--- src/hdl/imd_ram.sv ---
// Generic single write port, single read port RAM with registered read data.
module imd_ram #(
  parameter int W = 32,
  parameter int D = 64
) (
  input  logic                               clk,
  input  logic                               we,
  input  logic [((D > 1) ? $clog2(D) : 1)-1:0] waddr,
  input  logic [W-1:0]                       wdata,
  input  logic [((D > 1) ? $clog2(D) : 1)-1:0] raddr,
  output logic [W-1:0]                       rdata
);

  logic [W-1:0] mem [D];

  always_ff @(posedge clk) begin
    if (we) begin
      mem[waddr] <= wdata;
    end
    rdata <= mem[raddr];
  end

endmodule

--- config.mk ---
export PLATFORM = sky130hd
export DESIGN_NAME = imd_ram
export DESIGN_NICKNAME = d
export VERILOG_FILES = /design/src/hdl/imd_ram.sv
export SDC_FILE = /design/constraint.sdc
export NUM_CORES = 2
export LEC_CHECK = 0
export ABC_AREA = 1
export BUFFER_PORTS_ARGS = -buffer_cell sky130_fd_sc_hd__buf_2
export CORE_ASPECT_RATIO = 1.4
export CORE_MARGIN = 2
export CORE_UTILIZATION = 30
export CTS_BUF_LIST = sky130_fd_sc_hd__clkbuf_2
export DETAILED_ROUTE_END_ITERATION = 12
export GPL_TIMING_DRIVEN = 0
export PLACE_DENSITY_LB_ADDON = 0.05
export SLEW_MARGIN = 20
export SYNTH_ARGS = -nofsm -noshare
export SYNTH_HDL_FRONTEND = slang
export SYNTH_SLANG_ARGS = --single-unit
--- constraint.sdc ---
create_clock -name clk -period 12.8 [get_ports clk]
set_input_delay 3.2 -clock clk [delete_from_list [all_inputs] [get_ports clk]]
set_output_delay 3.2 -clock clk [all_outputs]
set_load 0.02 [all_outputs]
==> impl_results.md <==
- Post-synth top area share: 0.743
- Internal Power: 9.59 mW
- WP buf/inv: 1
- Setup tns final: 0 ns
- HP Start: mem[62][3]
- Pre-CTS WS: 6.02 ns
- Layout cells sized above 1: 0.199
- Data required, critical path: 9.60 ns
- Reg power frac: 0.557
- Hold WS: about 1.1 ns
- Final Instance Area: 0.0978 sq mm
- Total Routing Usage GR: 0.282
- Hold Path End: rdata[3]
- Mapped Cells: 6769
- Core Util, Final: 0.356
- Final WL: 401000 um
- Vias: 61000
- Post-synth top area cell: edfxtp_1
- Core ar.: approximately 0.28 sq mm
- Row count: between 200 and 250
- Die footprint: 0.280 sq mm
- Worst Max-Slew Pin Slew: around 1.2 ns
- Commonest non-fill, non-tap cells in the layout: 2248 x nand2_1, 2048 x edfxtp_1, 1907 x nand3_1, 831 x clkbuf_2, 367 x buf_2
- Worst clock skew: 0.146 ns
- Most common cell after layout, fill and taps aside: nand2_1
- Initial antenna violation count: 46
- DRT Pass-1 Iters: 6
- Final #Nets: around 7700
- Register area share after synthesis: 0.751
- First-pass GRT wire length: 528000 um
- Area Growth Syn to Fin: 18.2%
- Pins Over Slew Limit: 0
- CTS H-tree lvls: 6
- Max Cap Viol: 0
- Crit-path cells: buf_2
- Critical Path End Type: primary output
- Maximum clock frequency: 0.179 GHz
- Worst setup path category: reg -> out
- Routed vias/inst: 5.20
- Slew headroom: 0.173
- GR Overflow Total: 0
- Initial drt markers: 6927
- Hold WC Path Type: reg -> reg
- CTS tree: done
- Total Power: 13.5 mW
- Later-pin clock latency in the skew report: 1.88 ns
- Worst Reg-to-Reg Cells: 8
- Cts repair resizes: 0
- Critical-path top delay cell: dfxtp_1
- Hold Vio Cnt, Final: 0
- Yosys cell types: 16
- Post-route ant nets: 0
- Post-DP Area: 0.0931 sq mm
- Final Setup Violations: 0
- Yosys warns: 0
- R2r endpoint: rdata[15]
- Initial Util: 0.301
- Drt wl/cell: between 30 and 40 um
- Syn Nets: 6815
- Logic pwr share: 0.092
- RSZ-0062 raised after global routing: false
- Hold path depth: 8
- Post-cts hold buffer count: 0
- Clock Pin Slew Worst Setup and Hold Paths: around 0.11 ns
- DP HPWL: 293000 um
- Crit-path leading delay family: flip-flops
- Worst setup SP type: flip-flop
- Avg Cell Area, Syn: 12.2 sq um
- Clk pwr share: 0.351
- Setup ws final: 7.21 ns
- Tcrit/Tclk final: 0.437
- Dpl cells: 10800
- P_sw: 3.94 mW
- Die W: 448 um
- DRC: 0
- Largest net degree at the start of global routing: 53
- Root Buffer: clkbuf_2
- Synth area leaders: edfxtp_1 74%, nand3_1 12%, nand2_1 10%, buf_2 1.7%, dfxtp_1 0.77%
- Ports: just under 80
- Final min period: about 5.6 ns
- Crit path DAT: between 2 and 2.5 ns
- Power Density: 138 mW/mm^2
- Reg-to-reg slack, setup: 10.38 ns
- Slowest stage delay, CP: 0.34 ns
- CTS max path bufs: 4
- Peak VDD IR: 0.0593 mV
- Die H: about 630 um
- Clock sink total: 2080
- Layout Cells excl Fill: 11700
- Post-synthesis cell area: 0.0827 sq mm
- Crit path max fanout: 1
- Routability cong.: ~0.93
- Yosys reg bits: between 2000 and 2500
- Postcts setup bufs: 0
- TritonCTS buffer count: 557
- Sw Ratio: 0.291
- Buffers on Ports: around 70
- Vias in the first global route: 58500
- R2r startpoint: mem[52][15]
- Leak pwr: 35.7 nW
- Status: completed
power groups by stage:
stage | sequential, mW | clock [mW] | combinational (mW)
4_1_cts | 7.54 | 4.86 | 1.24
5_1_grt | 7.54 | 5.17 | 1.29
6_report | 7.54 | 4.75 | 1.25
2_1_floorplan | 7.71 | 0 | 0.463
3_5_place_dp | 7.69 | 0 | 1.24
3_3_place_gp | 7.71 | 0 | 1.17
cell type report:
class | instances | area (sq um)
timing repair buffer | 335 | 5230
fill | 27600 | 177000
buffer | 449 | 2270
multi-input combinational | 4228 | 18800
clock buffer | 819 | 4100
antenna | 22 | 55.1
inverter | 12 | 47.5
tap | 3680 | 4600
sequential | 2080 | 62100
clock inverter | 98 | 559
synth_stat cells:
cell type and count:
inv_2 2, nor4_1 8, nand2_1 2248, nand4_1 9, buf_2 282, nand3_1 1907
clkbuf_1 77, edfxtp_1 2048, inv_4 1, buf_6 3, nor2_1 56, buf_1 40
inv_1 9, buf_8 2, buf_4 45, dfxtp_1 32
flip-flops by register name, indices dropped and copies added, names as in the netlist:
register / count
mem: 2048
rdata: 32
kinds of logic after synthesis:
family | share of synthesized area
simple gates | 0.221
flops | 0.751
buf+inv | 0.0278
routing by layer:
| metal | track usage | vias up | wire, um |
|---|---|---|---|
| met5 | 0 | - | 89 |
| met4 | 0.133 | 14 | 20600 |
| met3 | 0.0509 | 799 | 26800 |
| met2 | 0.479 | 2856 | 197000 |
| met1 | 0.346 | 31000 | 157000 |
| li1 | - | 26300 | - |
how the worst max path moves through the flow:
stage	start	to	slack, ns	depth (start not counted)
4_1_cts	rdata[21]	rdata[21]	7.08	1
6_report	rdata[21]	rdata[21]	7.21	1
3_3_place_gp	we	mem[53][4]	-3.85	3
5_1_grt	rdata[25]	rdata[25]	7.11	1
2_1_floorplan	we	mem[48][0]	5.47	3
3_5_place_dp	raddr[1]	rdata[17]	6.02	11
Power figures use the tool's default switching activity.
